File: src/design/atp_pkg.sv
// atp_pkg: shared types, character codes and field layout of the timestamp parser
// used by atp_decode and ascii_timestamp_parser; no dependencies
package atp_pkg;

  localparam int SPAN  = 24;
  localparam int SLOTS = 15;

  localparam logic [7:0] CH_ZERO = 8'd48;
  localparam logic [7:0] CH_UA   = 8'h41;  // A
  localparam logic [7:0] CH_UD   = 8'h44;  // D
  localparam logic [7:0] CH_UF   = 8'h46;  // F
  localparam logic [7:0] CH_UJ   = 8'h4A;  // J
  localparam logic [7:0] CH_UM   = 8'h4D;  // M
  localparam logic [7:0] CH_UN   = 8'h4E;  // N
  localparam logic [7:0] CH_UO   = 8'h4F;  // O
  localparam logic [7:0] CH_US   = 8'h53;  // S
  localparam logic [7:0] CH_UT   = 8'h54;  // T
  localparam logic [7:0] CH_UW   = 8'h57;  // W
  localparam logic [7:0] CH_LA   = 8'h61;  // a
  localparam logic [7:0] CH_LN   = 8'h6E;  // n
  localparam logic [7:0] CH_LP   = 8'h70;  // p
  localparam logic [7:0] CH_LR   = 8'h72;  // r
  localparam logic [7:0] CH_LU   = 8'h75;  // u

  localparam logic [0:0] REG_FIELD_BASE     = 1'd0;
  localparam logic [0:0] REG_SECONDS_OFFSET = 1'd1;

  typedef logic [SLOTS-1:0][7:0] cap_t;

  typedef struct packed {
    logic       hit;
    logic [3:0] idx;
  } slot_t;

  typedef struct packed {
    logic [7:0] year_two_digit;
    logic [3:0] month_number;
    logic [7:0] day_of_month;
    logic [2:0] weekday_number;
    logic [7:0] hour_value;
    logic [7:0] minute_value;
    logic [7:0] second_value;
  } result_t;

  // offset from field base to capture slot
  function automatic slot_t slot_of(input logic [4:0] off);
    slot_t s;
    s.hit = 1'b1;
    s.idx = 4'd0;
    case (off)
      5'd0:  s.idx = 4'd0;
      5'd1:  s.idx = 4'd1;
      5'd4:  s.idx = 4'd2;
      5'd5:  s.idx = 4'd3;
      5'd6:  s.idx = 4'd4;
      5'd8:  s.idx = 4'd5;
      5'd9:  s.idx = 4'd6;
      5'd11: s.idx = 4'd7;
      5'd12: s.idx = 4'd8;
      5'd14: s.idx = 4'd9;
      5'd15: s.idx = 4'd10;
      5'd17: s.idx = 4'd11;
      5'd18: s.idx = 4'd12;
      5'd22: s.idx = 4'd13;
      5'd23: s.idx = 4'd14;
      default: s.hit = 1'b0;
    endcase
    return s;
  endfunction

  // two ascii digits to binary, modulo 256
  function automatic logic [7:0] digit_pair(input logic [7:0] tens, input logic [7:0] ones);
    logic [7:0] t;
    logic [7:0] o;
    t = tens - CH_ZERO;
    o = ones - CH_ZERO;
    return t * 8'd10 + o;
  endfunction

endpackage

File: src/design/atp_decode.sv
// atp_decode: turns the captured characters of one frame into a result word
// depends on atp_pkg
module atp_decode (
  input  atp_pkg::cap_t    cap,
  input  logic [5:0]       seconds_offset,
  output atp_pkg::result_t res
);
  import atp_pkg::*;

  logic [3:0] month;
  logic [2:0] weekday;
  logic [7:0] sec_raw;

  always_comb begin
    case (cap[2])
      CH_UJ: begin
        if (cap[3] == CH_LA) month = 4'd1;
        else if (cap[3] == CH_LU) month = (cap[4] == CH_LN) ? 4'd6 : 4'd7;
        else month = 4'd0;
      end
      CH_UF: month = 4'd2;
      CH_UM: month = (cap[4] == CH_LR) ? 4'd3 : 4'd5;
      CH_UA: month = (cap[3] == CH_LP) ? 4'd4 : 4'd8;
      CH_US: month = 4'd9;
      CH_UO: month = 4'd10;
      CH_UN: month = 4'd11;
      CH_UD: month = 4'd12;
      default: month = 4'd0;
    endcase
  end

  always_comb begin
    case (cap[0])
      CH_UM: weekday = 3'd1;
      CH_UT: weekday = (cap[1] == CH_LU) ? 3'd2 : 3'd4;
      CH_UW: weekday = 3'd3;
      CH_UF: weekday = 3'd5;
      CH_US: weekday = (cap[1] == CH_LA) ? 3'd6 : 3'd7;
      default: weekday = 3'd0;
    endcase
  end

  assign sec_raw = digit_pair(cap[11], cap[12]);

  always_comb begin
    res.year_two_digit = digit_pair(cap[13], cap[14]);
    res.month_number   = month;
    res.day_of_month   = digit_pair(cap[5], cap[6]);
    res.weekday_number = weekday;
    res.hour_value     = digit_pair(cap[7], cap[8]);
    res.minute_value   = digit_pair(cap[9], cap[10]);
    res.second_value   = sec_raw + {2'b00, seconds_offset};
  end

endmodule

File: src/design/ascii_timestamp_parser.sv
// ascii_timestamp_parser: position-counted capture of a time reply text, one result per frame
// depends on atp_pkg and atp_decode
//
//   channel  signals                                   direction
//   in       in_valid/in_ready, reply_byte, frame_last  byte stream in
//   out      out_valid/out_ready, seven result fields  one word per frame
//   cfg      cfg_write, cfg_index, cfg_data            register writes
//
// one byte per cycle sustained unless a last byte waits on an untaken result; a byte is
// registered, then captured and, on the last byte, decoded into the result register
// reset clears position, captures and both valids; field_base 13, seconds_offset 2
// only a last byte waits in the input register while the result word is not taken
module ascii_timestamp_parser #(
  parameter int FRAME_MAX = 64
) (
  input  logic       clk,
  input  logic       rst,
  input  logic       cfg_write,
  input  logic [0:0] cfg_index,
  input  logic [5:0] cfg_data,
  input  logic       in_valid,
  output logic       in_ready,
  input  logic [7:0] reply_byte,
  input  logic       frame_last,
  output logic       out_valid,
  input  logic       out_ready,
  output logic [7:0] year_two_digit,
  output logic [3:0] month_number,
  output logic [7:0] day_of_month,
  output logic [2:0] weekday_number,
  output logic [7:0] hour_value,
  output logic [7:0] minute_value,
  output logic [7:0] second_value
);
  import atp_pkg::*;

  localparam int PW = $clog2(FRAME_MAX + 1);

  logic [5:0]    field_base;
  logic [5:0]    seconds_offset;
  logic          s1_valid;
  logic [7:0]    s1_byte;
  logic          s1_last;
  logic          s1_fire;
  logic [PW-1:0] pos;
  logic [PW-1:0] pos_next;
  logic [PW-1:0] base_ext;
  logic [PW-1:0] off;
  slot_t         slot;
  logic          do_cap;
  cap_t          cap;
  cap_t          cap_next;
  result_t       dec;
  result_t       res;

  always_ff @(posedge clk) begin
    if (rst) begin
      field_base     <= 6'd13;
      seconds_offset <= 6'd2;
    end else if (cfg_write) begin
      case (cfg_index)
        REG_FIELD_BASE:     field_base     <= cfg_data;
        REG_SECONDS_OFFSET: seconds_offset <= cfg_data;
        default: ;
      endcase
    end
  end

  assign s1_fire  = s1_valid && (!s1_last || !out_valid || out_ready);
  assign in_ready = !s1_valid || s1_fire;

  always_ff @(posedge clk) begin
    if (rst) begin
      s1_valid <= 1'b0;
    end else if (in_ready) begin
      s1_valid <= in_valid;
    end
  end

  always_ff @(posedge clk) begin
    if (in_valid && in_ready) begin
      s1_byte <= reply_byte;
      s1_last <= frame_last;
    end
  end

  // capture by position
  assign base_ext = PW'(field_base);
  assign off      = pos - base_ext;
  assign slot     = slot_of(off[4:0]);

  always_comb begin
    do_cap   = (pos < PW'(FRAME_MAX)) && (pos >= base_ext) && (off < PW'(SPAN)) && slot.hit;
    pos_next = (pos < PW'(FRAME_MAX)) ? pos + 1'b1 : pos;
    cap_next = cap;
    if (do_cap) begin
      cap_next[slot.idx] = s1_byte;
    end
  end

  always_ff @(posedge clk) begin
    if (rst) begin
      pos <= '0;
      cap <= '0;
    end else if (s1_fire) begin
      if (s1_last) begin
        pos <= '0;
        cap <= '0;
      end else begin
        pos <= pos_next;
        cap <= cap_next;
      end
    end
  end

  atp_decode u_decode (
    .cap            (cap_next),
    .seconds_offset (seconds_offset),
    .res            (dec)
  );

  always_ff @(posedge clk) begin
    if (rst) begin
      out_valid <= 1'b0;
    end else if (s1_fire && s1_last) begin
      out_valid <= 1'b1;
    end else if (out_ready) begin
      out_valid <= 1'b0;
    end
  end

  always_ff @(posedge clk) begin
    if (s1_fire && s1_last) begin
      res <= dec;
    end
  end

  assign year_two_digit = res.year_two_digit;
  assign month_number   = res.month_number;
  assign day_of_month   = res.day_of_month;
  assign weekday_number = res.weekday_number;
  assign hour_value     = res.hour_value;
  assign minute_value   = res.minute_value;
  assign second_value   = res.second_value;

`ifndef SYNTHESIS
  a_pos_bound: assert property (@(posedge clk) disable iff (rst)
    pos <= PW'(FRAME_MAX))
    else $error("byte position beyond frame limit");

  a_frame_clear: assert property (@(posedge clk) disable iff (rst)
    s1_fire && s1_last |=> pos == '0 && cap == '0)
    else $error("position or captures not cleared after last byte");

  a_result_source: assert property (@(posedge clk) disable iff (rst)
    $rose(out_valid) |-> $past(s1_fire && s1_last))
    else $error("result word without a last byte");

  a_month_range: assert property (@(posedge clk) disable iff (rst)
    out_valid |-> month_number <= 4'd12)
    else $error("month number out of range");
`endif

endmodule
File: config.mk
export PLATFORM = sky130hd
export DESIGN_NAME = ascii_timestamp_parser
export DESIGN_NICKNAME = d
export VERILOG_FILES = /design/src/design/atp_pkg.sv /design/src/design/atp_decode.sv /design/src/design/ascii_timestamp_parser.sv
export SDC_FILE = /design/constraint.sdc
export NUM_CORES = 1
export LEC_CHECK = 0
export BUFFER_PORTS_ARGS = -buffer_cell sky130_fd_sc_hd__buf_2
export CORE_ASPECT_RATIO = 1.75
export CORE_UTILIZATION = 50
export CTS_CLUSTER_SIZE = 20
export DETAILED_ROUTE_END_ITERATION = 10
export GPL_TIMING_DRIVEN = 1
export PLACE_DENSITY_LB_ADDON = 0.25
export SLEW_MARGIN = 5
export SYNTH_ARGS = -nofsm -noshare
export SYNTH_HDL_FRONTEND = slang
export SYNTH_HIERARCHICAL = 1
export SYNTH_SLANG_ARGS = --single-unit
File: constraint.sdc
create_clock -name clk -period 12.95 [get_ports clk]
set_clock_uncertainty 0.15 [all_clocks]
set_input_delay 1.9425 -clock clk [delete_from_list [all_inputs] [get_ports clk]]
set_output_delay 1.9425 -clock clk [all_outputs]
set_load 0.005 [all_outputs]
==> Word-level counts from Yosys, hierarchy flattened <==
Cells that the tools add are included.
{ "totals": {"reg_bits": 197, "latch_bits": 0, "mem_bits_rw": 0, "romBits": 0, "input_bits": 21, "out_inout_bits": 49, "n_memories": 0} }
{ "classes": {"n_addsub": 18, "mul": 5, "div_mod_pow": 0, "order_cmp": 5, "eq_ne": 34, "n_shift": 0, "mux": 20, "bitwise_logic": 1, "n_reduce_logical": 20} }
{ "op_table": {"columns": ["operator", "n"], "rows": [
  ["2-to-1 mux 120 bit", 2],
  ["equality test 8 x 7 -> 1 bit, second input constant", 20],
  ["bitwise mux 120 bit", 1],
  ["subtractor 8 x 6 -> 8 bit, second input constant", 10],
  ["one-hot mux 4 bit (14 select lines)", 1],
  ["adder 8 bit", 5],
  ["multiplier 8 x 3 -> 7 bit, second input constant", 5],
  ["demux 8 bit (select 4 bit)", 1],
  ["one-hot mux 4 bit (8 select lines)", 1],
  ["equality test 5 x 4 -> 1 bit, second input constant", 6],
  ["equality test 5 bit, second input constant", 4],
  ["equality test 5 x 3 -> 1 bit, second input constant", 3],
  ["one-hot mux 3 bit (5 select lines)", 1],
  ["OR reduction 15 bit", 1],
  ["2-to-1 mux 7 bit", 2],
  ["2-to-1 mux 4 bit", 3],
  ["adder 8 x 6 -> 8 bit", 1],
  ["2-to-1 mux 8 bit", 1],
  ["adder 7 x 1 -> 7 bit, second input constant", 1],
  [">= comparator 7 x 6 -> 1 bit", 1],
  ["logical AND 1 bit", 7],
  ["< comparator 7 x 5 -> 1 bit, second input constant", 1],
  ["< comparator 7 bit, second input constant", 1],
  ["subtractor 7 x 6 -> 7 bit", 1],
  ["other kinds (11)", 23]
]} }

==> Depth between registers and ports, before layout <==
{ "logic_depth": {"word_depth": 14, "depth_mapped": 25, "mapped_depth_nobuf": 23} }

==> Modules after synthesis <==
Netlist, hierarchy kept.
{ "by_module_without_submodules": {"columns": ["mod", "instances", "cells_each", "area_per_inst_um2", "seq_area_each_um2"], "rows": [
  ["ascii_timestamp_parser", 1, 849, 9171.3, 4504.3],
  ["atp_decode", 1, 330, 2975.4, 0.0]
]} }

==> Worst setup path before layout <==
OpenSTA, ideal clock, no wires.
{ "synth_path": {"path_type": "register -> register", "from": "reg pos[0]", "to": "reg res (netlist bit second_value[7]), data pin", "arrival_ns": 5.399, "required_ns": 12.541, "setup_slack_ns": 7.141, "stages_incl_launch_ff": 25, "n_path_buf": 1, "synth_period_minus_slack_ns": 5.809, "cell_sequence": "dfxtp_1 -> inv_1 -> ha_1 -> inv_1 -> fa_1 -> a211oi_2 -> nor2_4 -> xnor2_2 -> nand3_1 -> o221a_2 -> nor3_2 -> buf_4 -> mux2_2 -> ha_1 -> ha_1 -> inv_1 -> fa_1 -> inv_1 -> fa_1 -> ha_1 -> ha_1 -> o21ai_0 -> o21bai_1 -> a21oi_1 -> xnor2_1"} }
{ "synth_lines": {"columns": ["element", "line", "source"], "rows": [
  ["from (decl)", "ascii_timestamp_parser.sv:45", "logic [PW-1:0] pos;"],
  ["from (signal assigned)", "ascii_timestamp_parser.sv:110", "pos <= pos_next;"],
  ["to (signal assigned)", "ascii_timestamp_parser.sv:134", "res <= dec;"],
  ["to (decl)", "ascii_timestamp_parser.sv:54", "result_t res;"]
]} }

==> flow_metrics.py <==
metrics = {
    "floorplanning": {
        "fp.dieH_um": 206,
        "core_area_sq_um": 23400,
        "die_x_um": 119,
        "die-area_sq_um": 24500,
        "io_pins": 70,
        "start_util_pct": 51.0,
        "rows": 74,
    },
    "place": {
        "gp_congestion": 0.874,
        "port_buffers": 69,
        "post_dp_cell_area_sq_um": 12400,
        "place.detailed.hpwl_mm": 21.1,
        "dp_slack_ps": 6430,
        "placed_cells_incl_taps": 1481,
    },
    "finish": {
        "fin_cells": 1512,
        "antenna_cells": 0,
        "final_common_cell": "dfxtp_1",
        "area_growth_pct": 9.27,
        "stdcell_area_sq_um": 13000,
        "nets": 1338,
        "fin_util_pct": 55.7,
        "layout-drive-gt1-share_pct": 22.1,
        "final_cell_mix": "136 x dfxtp_1, 111 x mux2_2, 105 x ha_1",
    },
    "routing": {
        "wire_per_inst_um": 19.9,
        "vias": 9036,
        "dr.pass1.iters": 7,
        "via_per_inst": 5.98,
        "first_iter_violations": 553,
        "ant_nets": 0,
        "wl_mm": 30.2,
        "drc": 0,
    },
    "timing": {
        "fin_ws_ps": 6460,
        "fmax_mhz": 154,
        "grt_setup_unrepaired": "no",
        "hold_ws_ps": 306,
        "finalHoldViolCount": 0,
        "period_minus_slack_ps": 6490,
        "final-setup-viol-count": 0,
        "slew_viol_final": 0,
        "max_slew_margin_pct": 21.8,
        "fin_crit_sh_pct": 50.1,
        "worst_pin_slew_ps": 1170,
        "setup_tns_ps": 0,
    },
    "run_status": {
        "status": "finished, final reports clean",
    },
    "power": {
        "power_mw": 1.28,
        "ir_drop_mv": 0.0899,
        "p_leak_nw": 5.40,
        "powerDensity_nw_per_um2": 98.3,
    },
    "yosys": {
        "syn_nets": 1305,
        "synthCells": 1163,
        "yosysWarnings": 6,
        "synthesis.area_sq_um": 11900,
        "avgSynthCellArea_sq_um": 10.3,
    },
    "hold_path": {
        "hp-start": "cap[55]",
        "hold_end": "cap[55]",
        "whs_path_depth": 2,
        "hold_path.class": "register to register",
    },
    "worst_setup_path": {
        "worstSetupPathType": "register to register",
        "cp.arrival_ps": 6570,
        "worstPathRequired_ps": 13020,
        "startpoint_type": "register",
        "crit_path_end_kind": "register",
        "reg2reg_slack_ps": 6460,
        "cp_max_fo": 12,
        "r2r_start": "pos[0]",
        "rr_worst_depth": 23,
        "reg2reg_to": "second_value[7]",
    },
    "grt": {
        "grt.overflow.total": 0,
        "antenna_found_initial": 0,
        "grt_usage_pct": 25.4,
        "grt_pass1_vias": 9160,
        "grt_pass1_wl_mm": 47.7,
        "grt_max_degree": 50,
    },
    "clock_tree": {
        "clockBufferDepth": 2,
        "cts_sinks": 192,
        "cts_resized": 0,
        "postCtsSetupBuffers": 0,
        "clk_pin_slew_ps": 80,
        "clockRootBuffer": "clkbuf_16",
        "cts_inserted_buffers": 17,
        "clk_latency_ps": 470,
        "cts_tree": "built",
        "h-tree-depth": 4,
        "cts_hold_buf": 0,
    },
    "run": {
        "cap_violations": 0,
    },
}
==> state kept, by name, summed over array words and instances, names as in the netlist <==
signal	flops
hour_value	8
pos	7
seconds_offset	6
month_number	4
weekday_number	3
year_two_digit	8
second_value	8
s1_last	1
s1_valid	1
out_valid	1
day_of_month	8
cap	115
s1_byte	8
minute_value	8
field_base	6
==> metal layers <==
| layer | share of wire, % | wire (um) | GRT usage (%) |
|---|---|---|---|
| met3 | 3.3 | 1010 | 3.67 |
| met4 | 4.4 | 1320 | 14.7 |
| met5 | 0 | 0 | 0 |
| met2 | 53 | 16000 | 47.1 |
| met1 | 39 | 11800 | 27.3 |
==> worst max-delay path: stages (launching register included) <==
cell and delay [ps]:
dfxtp_1 340, inv_1 100, ha_1 150, inv_1 40
fa_1 440, a211oi_2 310, nor2_4 120, xnor2_2 340
nand3_1 200, o221a_2 360, nor3_2 660, mux2_2 450
ha_1 310, ha_1 210, inv_1 60, fa_1 410
inv_1 80, fa_1 410, ha_1 300, ha_1 340
o21ai_0 100, o21bai_1 80, a21oi_1 190, xnor2_1 90
==> worst max-delay path by stage <==
stage,start,cells past startpoint,to
floorplan,pos[0],24,second_value[7]
global placement,pos[0],23,second_value[7]
detailed placement,pos[0],23,second_value[7]
CTS,pos[0],23,second_value[7]
global route,pos[0],23,second_value[7]
finish,pos[0],23,second_value[7]
==> area by class of cell <==
| cell class | instances | area [sq um] |
|---|---|---|
| Tap cell | 304 | 380 |
| Fill cell | 2103 | 10400 |
| Clock inverter | 5 | 35.0 |
| Clock buffer | 26 | 576 |
| Multi-Input combinational cell | 829 | 6930 |
| Inverter | 74 | 278 |
| Timing Repair Buffer | 82 | 443 |
| Sequential cell | 192 | 4400 |
==> power breakdown <==
part	leakage (nW)	internal [mW]	total, mW	switching (mW)
sequential	1.57	0.623	0.628	0.00519
combinational	3.52	0.0288	0.106	0.0776
clock	0.303	0.308	0.548	0.240
Power figures use the tool's default switching activity.
